==> config.mk <==
export PLATFORM = sky130hd
export DESIGN_NAME = tagged_value_stream_decoder
export DESIGN_NICKNAME = d
export VERILOG_FILES = /design/src/sv/tvsd_pkg.sv /design/src/sv/tvsd_core.sv /design/src/sv/tagged_value_stream_decoder.sv
export SDC_FILE = /design/constraint.sdc
export NUM_CORES = 1
export LEC_CHECK = 0
export ABC_AREA = 1
export ABC_CLOCK_PERIOD_IN_PS = 2930
export BUFFER_PORTS_ARGS = -buffer_cell sky130_fd_sc_hd__buf_2
export CORE_MARGIN = 1.5
export CORE_UTILIZATION = 40
export CTS_CLUSTER_DIAMETER = 200
export CTS_CLUSTER_SIZE = 14
export DETAILED_ROUTE_END_ITERATION = 7
export HOLD_SLACK_MARGIN = 0.1
export PLACE_DENSITY = 0.66
export RECOVER_POWER = 50
export SYNTH_ARGS = -nofsm -noshare
export SYNTH_HDL_FRONTEND = slang
export SYNTH_SLANG_ARGS = --single-unit
==> constraint.sdc <==
create_clock -name clk -period 2.93 [get_ports clk]
set_input_delay 0 -clock clk [delete_from_list [all_inputs] [get_ports clk]]
set_output_delay 0 -clock clk [all_outputs]
set_load 0.005 [all_outputs]
==> src/sv/tvsd_pkg.sv <==
// Shared types and constants for the tagged value stream decoder.
package tvsd_pkg;

    typedef enum logic [2:0] {
        PH_IDLE    = 3'd0,
        PH_HEADER  = 3'd1,
        PH_BODY    = 3'd2,
        PH_CHAR    = 3'd3,
        PH_PAYLOAD = 3'd4
    } phase_t;

    localparam logic [2:0] K_BOOL  = 3'd0;
    localparam logic [2:0] K_SHORT = 3'd1;
    localparam logic [2:0] K_INT   = 3'd2;
    localparam logic [2:0] K_LONG  = 3'd3;
    localparam logic [2:0] K_CHAR  = 3'd4;
    localparam logic [2:0] K_SLEN  = 3'd5;
    localparam logic [2:0] K_SBYTE = 3'd6;
    localparam logic [2:0] K_ERROR = 3'd7;

    localparam logic [1:0] E_NONE = 2'd0;
    localparam logic [1:0] E_TAG  = 2'd1;
    localparam logic [1:0] E_END  = 2'd2;

    localparam logic [7:0] TAG_TRUE  = 8'h74;
    localparam logic [7:0] TAG_FALSE = 8'h66;
    localparam logic [7:0] TAG_CHAR  = 8'h63;
    localparam logic [7:0] TAG_SHORT = 8'h73;
    localparam logic [7:0] TAG_INT   = 8'h69;
    localparam logic [7:0] TAG_LONG  = 8'h6c;
    localparam logic [7:0] TAG_STR   = 8'h53;

    localparam int QDEPTH = 4;
    localparam int QAW    = $clog2(QDEPTH);
    localparam int QCW    = $clog2(QDEPTH + 1);

    typedef struct packed {
        logic [2:0]  kind;
        logic [63:0] value;
        logic [1:0]  error_code;
        logic        last;
    } result_t;

endpackage

==> src/sv/tvsd_core.sv <==
// Decode state machine: updates state and forms up to two results per item.
module tvsd_core (
    input  logic              clk,
    input  logic              rst_n,
    input  logic              fire,
    input  logic [7:0]        data_byte,
    input  logic              end_of_input,
    output tvsd_pkg::result_t res0,
    output tvsd_pkg::result_t res1,
    output logic [1:0]        res_count
);
    import tvsd_pkg::*;

    phase_t      phase_reg, phase_next;
    logic [2:0]  tag_reg, tag_next;
    logic [3:0]  bytes_left_reg, bytes_left_next;
    logic [63:0] acc_reg, acc_next;
    logic [30:0] payload_left_reg, payload_left_next;

    logic [63:0] acc_new;
    logic [3:0]  bl_new;
    logic        num_done;
    logic [31:0] len32;
    logic        len_zero;
    logic [30:0] pl_new;
    logic        pl_zero;
    logic        tag_num;
    logic        tag_ok;
    logic [2:0]  tag_kind;

    always_comb
    begin
        if (phase_reg == PH_HEADER)
        begin
            acc_new = {{60{data_byte[3]}}, data_byte[3:0]};
            bl_new  = data_byte[7:4];
        end
        else
        begin
            acc_new = {acc_reg[55:0], data_byte};
            bl_new  = bytes_left_reg - 4'd1;
        end
        num_done = ((phase_reg == PH_HEADER) || (phase_reg == PH_BODY)) && (bl_new == 4'd0);
        len32    = acc_new[31] ? 32'd0 : acc_new[31:0];
        len_zero = (len32 == 32'd0);
        pl_new   = payload_left_reg - 31'd1;
        pl_zero  = (pl_new == 31'd0);
        tag_num  = (data_byte == TAG_SHORT) || (data_byte == TAG_INT) ||
                   (data_byte == TAG_LONG) || (data_byte == TAG_STR);
        tag_ok   = tag_num || (data_byte == TAG_CHAR);
        priority if (data_byte == TAG_SHORT)
            tag_kind = K_SHORT;
        else if (data_byte == TAG_INT)
            tag_kind = K_INT;
        else if (data_byte == TAG_LONG)
            tag_kind = K_LONG;
        else
            tag_kind = K_SLEN;
    end

    // next state
    always_comb
    begin
        phase_next        = PH_IDLE;
        tag_next          = tag_reg;
        bytes_left_next   = bytes_left_reg;
        acc_next          = acc_reg;
        payload_left_next = payload_left_reg;
        unique case (phase_reg)
            PH_HEADER, PH_BODY:
            begin
                bytes_left_next = bl_new;
                acc_next        = acc_new;
                if (num_done)
                begin
                    if ((tag_reg == K_SLEN) && !len_zero)
                    begin
                        phase_next        = end_of_input ? PH_IDLE : PH_PAYLOAD;
                        payload_left_next = end_of_input ? 31'd0 : len32[30:0];
                    end
                end
                else if (end_of_input)
                    bytes_left_next = 4'd0;
                else
                    phase_next = PH_BODY;
            end
            PH_CHAR:
                phase_next = PH_IDLE;
            PH_PAYLOAD:
            begin
                payload_left_next = (end_of_input && !pl_zero) ? 31'd0 : pl_new;
                phase_next        = (pl_zero || end_of_input) ? PH_IDLE : PH_PAYLOAD;
            end
            default:
            begin
                if (tag_num)
                    tag_next = tag_kind;
                if (tag_ok && end_of_input)
                    bytes_left_next = 4'd0;
                else if (data_byte == TAG_CHAR)
                    phase_next = PH_CHAR;
                else if (tag_num)
                    phase_next = PH_HEADER;
            end
        endcase
    end

    // results
    always_comb
    begin
        res0      = '{kind: K_ERROR, value: 64'd0, error_code: E_END, last: 1'b1};
        res1      = '{kind: K_ERROR, value: 64'd0, error_code: E_END, last: 1'b1};
        res_count = 2'd0;
        unique case (phase_reg)
            PH_HEADER, PH_BODY:
            begin
                if (num_done)
                begin
                    res_count = 2'd1;
                    if (tag_reg == K_SLEN)
                    begin
                        res0 = '{kind: K_SLEN, value: {32'd0, len32},
                                 error_code: E_NONE, last: len_zero};
                        if (!len_zero && end_of_input)
                            res_count = 2'd2;
                    end
                    else
                        res0 = '{kind: tag_reg, value: acc_new, error_code: E_NONE, last: 1'b1};
                end
                else if (end_of_input)
                    res_count = 2'd1;
            end
            PH_CHAR:
            begin
                res0      = '{kind: K_CHAR, value: {{56{data_byte[7]}}, data_byte},
                              error_code: E_NONE, last: 1'b1};
                res_count = 2'd1;
            end
            PH_PAYLOAD:
            begin
                res0      = '{kind: K_SBYTE, value: {56'd0, data_byte},
                              error_code: E_NONE, last: pl_zero};
                res_count = (!pl_zero && end_of_input) ? 2'd2 : 2'd1;
            end
            default:
            begin
                priority if (data_byte == TAG_TRUE)
                begin
                    res0      = '{kind: K_BOOL, value: 64'd1, error_code: E_NONE, last: 1'b1};
                    res_count = 2'd1;
                end
                else if (data_byte == TAG_FALSE)
                begin
                    res0      = '{kind: K_BOOL, value: 64'd0, error_code: E_NONE, last: 1'b1};
                    res_count = 2'd1;
                end
                else if (tag_ok)
                    res_count = end_of_input ? 2'd1 : 2'd0;
                else
                begin
                    res0      = '{kind: K_ERROR, value: {56'd0, data_byte},
                                  error_code: E_TAG, last: 1'b1};
                    res_count = 2'd1;
                end
            end
        endcase
        if (!fire)
            res_count = 2'd0;
    end

    always_ff @(posedge clk or negedge rst_n)
    begin
        if (!rst_n)
        begin
            phase_reg        <= PH_IDLE;
            tag_reg          <= 3'd0;
            bytes_left_reg   <= 4'd0;
            acc_reg          <= 64'd0;
            payload_left_reg <= 31'd0;
        end
        else if (fire)
        begin
            phase_reg        <= phase_next;
            tag_reg          <= tag_next;
            bytes_left_reg   <= bytes_left_next;
            acc_reg          <= acc_next;
            payload_left_reg <= payload_left_next;
        end
    end

endmodule

==> src/sv/tagged_value_stream_decoder.sv <==
// Top level: tagged value stream decoder with its result queue.
// A result is written to the four-entry result queue when its item is accepted and is offered from its head.
// Throughput: one item per cycle while in_ready is high; results leave one per cycle on out_ready.
// A nonzero string length or a non-final payload byte that ends the input yields two results.
// in_ready is high while the queue has room for two results.
// Reset (rst_n low, asynchronous) returns the decoder to idle and empties the queue.
module tagged_value_stream_decoder (
    input  logic               clk,
    input  logic               rst_n,
    input  logic               in_valid,
    output logic               in_ready,
    input  logic [7:0]         data_byte,
    input  logic               end_of_input,
    output logic               out_valid,
    input  logic               out_ready,
    output logic [2:0]         kind,
    output logic signed [63:0] value,
    output logic [1:0]         error_code,
    output logic               last
);
    import tvsd_pkg::*;

    result_t        res0, res1;
    logic [1:0]     res_count;
    logic           fire;
    logic           pop;

    result_t        q_reg [QDEPTH];
    logic [QAW-1:0] wr_ptr_reg, wr_ptr_next;
    logic [QAW-1:0] rd_ptr_reg, rd_ptr_next;
    logic [QCW-1:0] count_reg, count_next;

    assign in_ready  = (count_reg <= QCW'(QDEPTH - 2));
    assign fire      = in_valid && in_ready;
    assign out_valid = (count_reg != '0);
    assign pop       = out_valid && out_ready;

    tvsd_core u_core (
        .clk          (clk),
        .rst_n        (rst_n),
        .fire         (fire),
        .data_byte    (data_byte),
        .end_of_input (end_of_input),
        .res0         (res0),
        .res1         (res1),
        .res_count    (res_count)
    );

    always_comb
    begin
        wr_ptr_next = wr_ptr_reg + QAW'(res_count);
        rd_ptr_next = rd_ptr_reg + QAW'(pop);
        count_next  = count_reg + QCW'(res_count) - QCW'(pop);
    end

    always_ff @(posedge clk)
    begin
        if (res_count != 2'd0)
            q_reg[wr_ptr_reg] <= res0;
        if (res_count == 2'd2)
            q_reg[wr_ptr_reg + QAW'(1)] <= res1;
    end

    always_ff @(posedge clk or negedge rst_n)
    begin
        if (!rst_n)
        begin
            wr_ptr_reg <= '0;
            rd_ptr_reg <= '0;
            count_reg  <= '0;
        end
        else
        begin
            wr_ptr_reg <= wr_ptr_next;
            rd_ptr_reg <= rd_ptr_next;
            count_reg  <= count_next;
        end
    end

    assign kind       = q_reg[rd_ptr_reg].kind;
    assign value      = $signed(q_reg[rd_ptr_reg].value);
    assign error_code = q_reg[rd_ptr_reg].error_code;
    assign last       = q_reg[rd_ptr_reg].last;

    a_count_bound: assert property (@(posedge clk) disable iff (!rst_n)
        count_reg <= QCW'(QDEPTH))
        else $error("result queue overflow");

    a_second_is_error: assert property (@(posedge clk) disable iff (!rst_n)
        (res_count == 2'd2) |-> (res1.kind == K_ERROR && res1.error_code == E_END
                                 && res0.last == 1'b0))
        else $error("second result of an item is not an end-of-input error");

    a_push_needs_fire: assert property (@(posedge clk) disable iff (!rst_n)
        (res_count != 2'd0) |-> fire)
        else $error("results pushed without an accepted item");

    a_count_track: assert property (@(posedge clk) disable iff (!rst_n)
        (!fire && !pop) |=> $stable(count_reg))
        else $error("queue count changed while idle");

endmodule
Word-level counts from Yosys, hierarchy flattened
Memories as Yosys holds them, arrays and structs flattened.
Cells that the tools add are included.
W data, S select, Z words.
Operators by class
  $add $sub $neg: 7
  order comparisons: 1
  equal/unequal tests: 15
  multiplexer cells: 44
  bitwise logic cells: 2
  reductions and logical operators: 29
Operators by type and width (number)
  $mux W70: 4
  $pmux W70 S3: 1
  $mux W31: 5
  $mux W64: 1
  $pmux W31 S2: 1
  $eq A8 B7 Y1 const B: 7
  $logic_not A32 Y1: 1
  $logic_not A31 Y1: 1
  $sub A31 B1 Y31 const B: 1
  $mux W3: 9
  $mux W2: 9
  $mux W4: 4
  $mux W11: 1
  $pmux W3 S3: 1
  $pmux W4 S2: 1
  $logic_and A1 B1 Y1: 7
  $eq A3 B2 Y1 const B: 2
  $eq A3 B3 Y1 const B: 2
  $logic_or A1 B1 Y1: 6
  $mux W1: 6
  $pmux W2 S3: 1
  $reduce_and A3 Y1: 2
  $reduce_bool A2 Y1: 3
  $logic_not A4 Y1: 1
  17 further kinds: 21
Word-level totals
  flip-flop bits (word level): 104
  memory bits (writable): 280
  logic and storage cells: 107
  memories kept: 1
Memories
  q_reg: depth 4, width 70, rd ports 1, clocked after Yosys merged registers in 0, write ports 2, line tagged_value_stream_decoder.sv:28  | result_t q_reg [QDEPTH];

Depth between registers and ports, before layout
  depth in word-level cells: 14
  mapped depth: 23
  mapped depth without buffers: 22

Cells and area by module
Synthesis repeated with hierarchy kept, for this count alone.
Second synthesis, totals
  cell total of the unflattened synthesis: 2597
  area, all modules: 21541.9 um^2
By module, submodules not included
  tagged_value_stream_decoder: times used 1, cells each 1497, area an instance 14310.0 um^2
  tvsd_core: times used 1, cells each 1100, area an instance 7231.9 um^2

Worst setup path before layout
No wires, ideal clock.
  kind: reg2reg
  from: register u_core.payload_left_reg[0]
  to: register count_reg[2]
  data arrival time: 2.633 ns
  required time: 2.807 ns
  slack: 0.175 ns
  cell stages (with the launch flop): 19
  buffers on the path: 0
  period minus slack after synthesis: 2.755 ns
  path through: dfrtp_1 -> inv_2 -> ha_1 -> nand2_1 -> nor2_2 -> nand3_2 -> inv_2 -> nand2_1 -> nand2_1 -> nand2_1 -> nor2_1 -> nand2_1 -> nor2_1 -> nand4_2 -> nand3_2 -> ha_1 -> inv_1 -> fa_1 -> xnor2_1
Between the ends
  cells in the longest elaborated chain, start to end: 9
Ends and longest elaborated chain
  from (decl): line tvsd_core.sv:18  | logic [30:0] payload_left_reg, payload_left_next;
  from (signal assigned): line tvsd_core.sv:187  | payload_left_reg <= payload_left_next;
  $sub A31 B1 Y31: line tvsd_core.sv:46  | pl_new = payload_left_reg - 31'd1;
  $logic_not A31 Y1: line tvsd_core.sv:47  | pl_zero = (pl_new == 31'd0);
  $logic_not A1 Y1: line tvsd_core.sv:143  | res_count = (!pl_zero && end_of_input) ? 2'd2 : 2'd1;
  $logic_and A1 B1 Y1: line tvsd_core.sv:143
  $mux W2: line tvsd_core.sv:143
  $pmux W2 S3: line tvsd_core.sv:114  | unique case (phase_reg)
  $mux W2: line tvsd_core.sv:167  | if (!fire)
  $add A3 B2 Y3: line tagged_value_stream_decoder.sv:53  | count_next = count_reg + QCW'(res_count) - QCW'(pop);
  $sub A3 B1 Y3: line tagged_value_stream_decoder.sv:53
  net count_next[2]: line tagged_value_stream_decoder.sv:31  | logic [QCW-1:0] count_reg, count_next;
  to (signal assigned): line tagged_value_stream_decoder.sv:76  | count_reg <= count_next;
  to (decl): line tagged_value_stream_decoder.sv:31
The timed path passes the listed nets, and every way through them passes these cells.
A chain may end at the register's enable or synchronous reset.

==> results <==
- In this run the most used layer during global routing was met2.
- The via count of the first global-routing pass is about 19000.
- The clock network latency to the later pin of the worst-skew pair is ~0.60 ns.
- The TritonCTS clock tree is built.
- The final weighted congestion in routability-driven placement is ~0.95.
- Static timing analysis puts the maximum clock frequency at around 330 MHz.
- Counting every net in the synthesized netlist gives around 3000.
- Global routing consumed, over all layers together, between 20% and 30% of the routing resources.
- Of the total synthesized cell area, the portion taken by full adders, half adders and majority gates is less than 1%.
- The share of the Yosys chip area taken by registers is about two fifths.
- The floorplan step defined a die boundary enclosing about 0.052 sq mm.
- The summed area of non-filler cells in the final layout is ~0.025 sq mm.
- The maximum number of pins on one net before global-route repair is between 100 and 150.
- Once placement finished, the instance area stood at 0.02216 sq mm.
- Synthesis produced ~3000 cells.
- The register with the most flip-flops in the layout has 280 of them.
- The repair_antennas step left the layout with diodes totalling 0.
- After synthesis, the mean cell area works out to 6.770 sq um.
- The maximum single-stage delay on the critical path is 0.41 ns.
- Setup repair after global routing could not meet its margin everywhere.
- In this run the most critical hold path is launched from data_byte[2].
- After layout, the worst setup slack is -0.09214 ns.
- The data arrival time of the worst path is around 3.5 ns.
- The initial utilization of the core area, before any placement, comes to between 40% and 50%.
- The area growth from synthesis to layout is 25.28%.
- The path type of the worst min-delay path is in2reg.
- In this run the register-to-register setup slack is -0.09 ns.
- The number of I/O port buffers is 84.
- After synthesis, the largest family of logic cells by area is simple AND/OR/NAND/NOR gates.
- Subtracting the final worst setup slack from the clock period gives around 3.0 ns.
- The worst hold path was traced through 4 stages.
- The tree is rooted in a sky130_fd_sc_hd__clkbuf_16.
- The initial antenna violation count is 0.
- The synthesized netlist devotes a little under a fifth of its cell area to compound gates.
- The max-slew violation count is 28.
- Setup total negative slack on the finished layout was measured at -7.472 ns.
- The mean number of vias per cell is about 5.5.
- The count of endpoints failing hold in the final timing report came to 0.
- The part of the total power dissipated in sequential elements is between 30 and 40%.
- After clock tree synthesis, the clock-pin slew on the worst setup and hold paths is 0.08 ns.
- The final reports fail on capacitance limit, slew limit, setup timing.
- The actual transition at the worst max-transition pin is about 1.5 ns.
- The launch instance of the worst register-to-register path is u_core.payload_left_reg[1]$_DFFE_PN0P_.
- The first detailed-routing pass ran for 5 iterations.
- The number of library cell types mapped by synthesis is between 40 and 50.
- Once detail routing completed, the nets flagged for antenna violations numbered 0.
- IR analysis of the VDD net gives a maximum drop of a little under 1 mV.
- The number of placement rows is 82.
- The type of element capturing the critical path is a flop.
- The number of max-cap violations is 1.
- The post-route clock period utilization is 103.1%.
- The wire length reported by the detailed router is between 60000 and 70000 um.
- The share of layout cells above drive strength 1 is a little under a fifth.
- For this run, global-route usage on met1 was measured as between 30% and 40%.
- The total congestion overflow after global routing is 0.
- The width of the die is 228.6 um.
- Setup violations remaining at the end of the flow were counted as ~220.
- Headroom to the max-slew limit came out at -2.162%.
- For this run, design rule violations remaining after detail routing come to 0.
- In this design, the critical path's most frequently occurring cell is sky130_fd_sc_hd__nand2_1.
- The number of buffers on the longest clock path is 3.
- In the final routed layout, each cell accounts on average for about 18 um.
- For this design the total switching power over the nets is approximately 13 mW.
- The post-synthesis instance area is roughly 0.020 sq mm.
- The mux cell area share after synthesis is less than 1%.
- Counting cells, the worst reg-to-reg path comes to 22.
- Data on the critical path is required at its endpoint by between 3 and 4 ns.
- The slowest library cell on the worst path is sky130_fd_sc_hd__dfrtp_1.
- Along the worst path, the maximum fanout reaches 17.
- The first routing iteration left ~1800 violations.
- The end of the worst register-to-register path is q_reg[2][17]$_SDFFE_PP0P_.
- The path with the worst hold slack has its endpoint at u_core.acc_reg[2]$_DFFE_PN0P_.
- The logic gate share of total power is ~53%.
- The number of clock buffers added by TritonCTS is 31.
- The first global-routing pass estimated approximately 100000 um of wire.
- Detailed placement finished with a half-perimeter wire length of between 30000 and 40000 um.
- The clock network accounts for 13.4% of the total power.
- Clock skew on the completed layout was measured at around 0.027 ns.
- The start-to-end type of the worst setup path is reg2reg.
- The flow ran to the end, but the final reports show violations.
- After Yosys synthesis, XOR and XNOR cells account for less than 1% of the synthesized area.
- In this run, synthesis produced a sequential element count of 384.
- The via count is 21030.
- After the last flow step, the layout net total stands at roughly 3100.
- The signal on the critical path passes through buf_6 -> nor2_4 -> nand2_4 -> buf_12 -> nor2_4 -> buf_4 -> nand2_1 -> nand2_1 -> nor2_1 -> nand3_2 -> nor3_4 -> nand3_2 -> nand2_1 -> nand2_2 -> nand2_4 -> nand2_8 -> nand2_8 -> buf_12 -> clkbuf_16 -> nand3_1 -> nand2_1 -> nor2_1.
- The type of origin of the critical path is a flop.
- The count of synthesis-stage warnings from yosys is 0.
- The met2 routing resource usage after global routing is slightly below 40%.
- Dividing total power by cell area gives a power density of roughly 1100 mW/mm^2.
- The synthesized-area fraction occupied by and/or/nand/nor cells is about 30%.
- The analysis attributes to cell leakage a power of roughly 12 nW.
- Cell internal power was estimated by the tool at 16.23 mW.
- The die is about 230 um tall.
- For this run, global-route usage on met3 was measured as roughly 2.6%.
- The number of placed I/O pins is 85.
- Clock tree synthesis found a total of around 380 sinks.
- The H-tree depth reported by CTS is 1.
- The switching power as a share of total power is between 40% and 50%.
- In this run the standard cell core region covers 0.05017 sq mm.
[cell usage in the layout, fill, tap and decap left out, drive strengths merged, types with 25 or more instances in the layout]
cell	synthesis	routed
buf	79	243
o22ai	76	76
inv	203	204
a31oi	28	28
nor2	524	525
a21oi	285	285
o21ai	294	294
nand2	532	535
clkbuf	157	87
dfxtp	280	280
nand3	355	355
a22oi	25	25
dfrtp	104	104
[logic make-up (layout without fill, tap and decap cells)]
kind of cell	Yosys count	count (layout)
AOI/OAI and AO/OA	717	717
xor gates and xnor gates	10	10
adders and majority gates	9	9
buffers and inverters	441	551
DFF	384	384
muxes	8	8
and+or+nand+nor	1437	1441
[what timing repair did]
item,in CTS,in global routing
hold buffers,16,0
setup buffers,3,13
pin swaps,3,141
gates cloned,1,48
hold endpoints to repair,127,0
endpoints found under the setup margin,272,290
gates resized for setup,7,266
[area by class of cell]
| class | count | area, sq um |
|---|---|---|
| Inverter | 205 | 779.5 |
| Clock inverter | 1 | 8.758 |
| Sequential cell | 384 | 8219 |
| Clock buffer | 43 | 820.8 |
| Fill cell | 4874 | 24670 |
| Multi-Input combinational cell | 2185 | 11310 |
| Tap cell | 672 | 840.8 |
| Timing Repair Buffer | 302 | 3520 |
[routing by layer]
metal  up-vias  share of wire [%]
li1      10170                  -
met1      9940                 43
met2       793                 47
met3       129                6.6
met4         0                3.2
met5         -                  0
[critical path, delay by kind of cell (launching register included)]
kind / cells / cell delay, ns
buf+inv: 5 / 0.75
flops: 1 / 0.41
simple gates: 17 / 1.71
[metrics by stage]
step	util (%)	power, mW	std cells	setup slack (ns)	hold WS (ns)
after floorplan	-	18.19	3006	0.1748	-0.2956
after global placement	44.17	22.43	3667	-0.1193	0.1293
after detailed placement	44.17	22.56	3667	-0.1383	0.1252
after CTS	46.32	26.61	3731	0.004069	0.2873
after global routing	50.82	31.31	3792	-0.2205	0.3308
final	50.82	29.18	3792	-0.09214	0.3279
[Yosys cell counts, drive strengths merged]
| cell type | instances | share of area, % |
|---|---|---|
| a21boi | 1 | 0.037 |
| a21oi | 285 | 7.0 |
| a22oi | 25 | 0.92 |
| a31oi | 28 | 0.86 |
| a32oi | 1 | 0.043 |
| buf | 79 | 3.0 |
| clkbuf | 157 | 2.9 |
| clkinv | 2 | 0.037 |
| dfrtp | 104 | 13 |
| dfxtp | 280 | 28 |
| fa | 1 | 0.098 |
| ha | 8 | 0.49 |
| inv | 203 | 3.7 |
| mux2 | 8 | 0.44 |
| nand2 | 532 | 10 |
| nand3 | 355 | 8.9 |
| nand4 | 15 | 0.49 |
| nor2 | 524 | 10 |
| nor3 | 9 | 0.25 |
| nor4 | 2 | 0.061 |
| o211ai | 2 | 0.074 |
| o21a | 2 | 0.074 |
| o21ai | 294 | 7.2 |
| o21bai | 1 | 0.037 |
| o22ai | 76 | 2.3 |
| o31ai | 1 | 0.037 |
| o32ai | 1 | 0.043 |
| xnor2 | 3 | 0.13 |
| xor2 | 7 | 0.30 |
[power groups by stage]
stage / combinational [mW] / sequential, mW / clock [mW]
after floorplan: 9.04 / 9.15 / 0
after global routing: 17.1 / 10.0 / 4.17
final: 15.5 / 9.72 / 3.92
after detailed placement: 12.9 / 9.65 / 0
after CTS: 13.1 / 9.58 / 3.96
after global placement: 12.8 / 9.62 / 0
[how the worst max path moves through the flow]
| stage | startpoint | end | slack, ns |
|---|---|---|---|
| after floorplan | u_core.payload_left_reg[0]$_DFFE_PN0P_ | count_reg[2]$_DFF_PN0_ | 0.17 |
| after global placement | u_core.payload_left_reg[1]$_DFFE_PN0P_ | q_reg[0][4]$_SDFFE_PP0P_ | -0.12 |
| after detailed placement | u_core.payload_left_reg[1]$_DFFE_PN0P_ | q_reg[0][4]$_SDFFE_PP0P_ | -0.14 |
| after CTS | u_core.payload_left_reg[1]$_DFFE_PN0P_ | q_reg[0][14]$_SDFFE_PP0P_ | 0.004 |
| after global routing | u_core.payload_left_reg[1]$_DFFE_PN0P_ | q_reg[0][52]$_SDFFE_PP0P_ | -0.22 |
| final | u_core.payload_left_reg[1]$_DFFE_PN0P_ | q_reg[2][17]$_SDFFE_PP0P_ | -0.09 |
(Power assumes the default switching activity.)
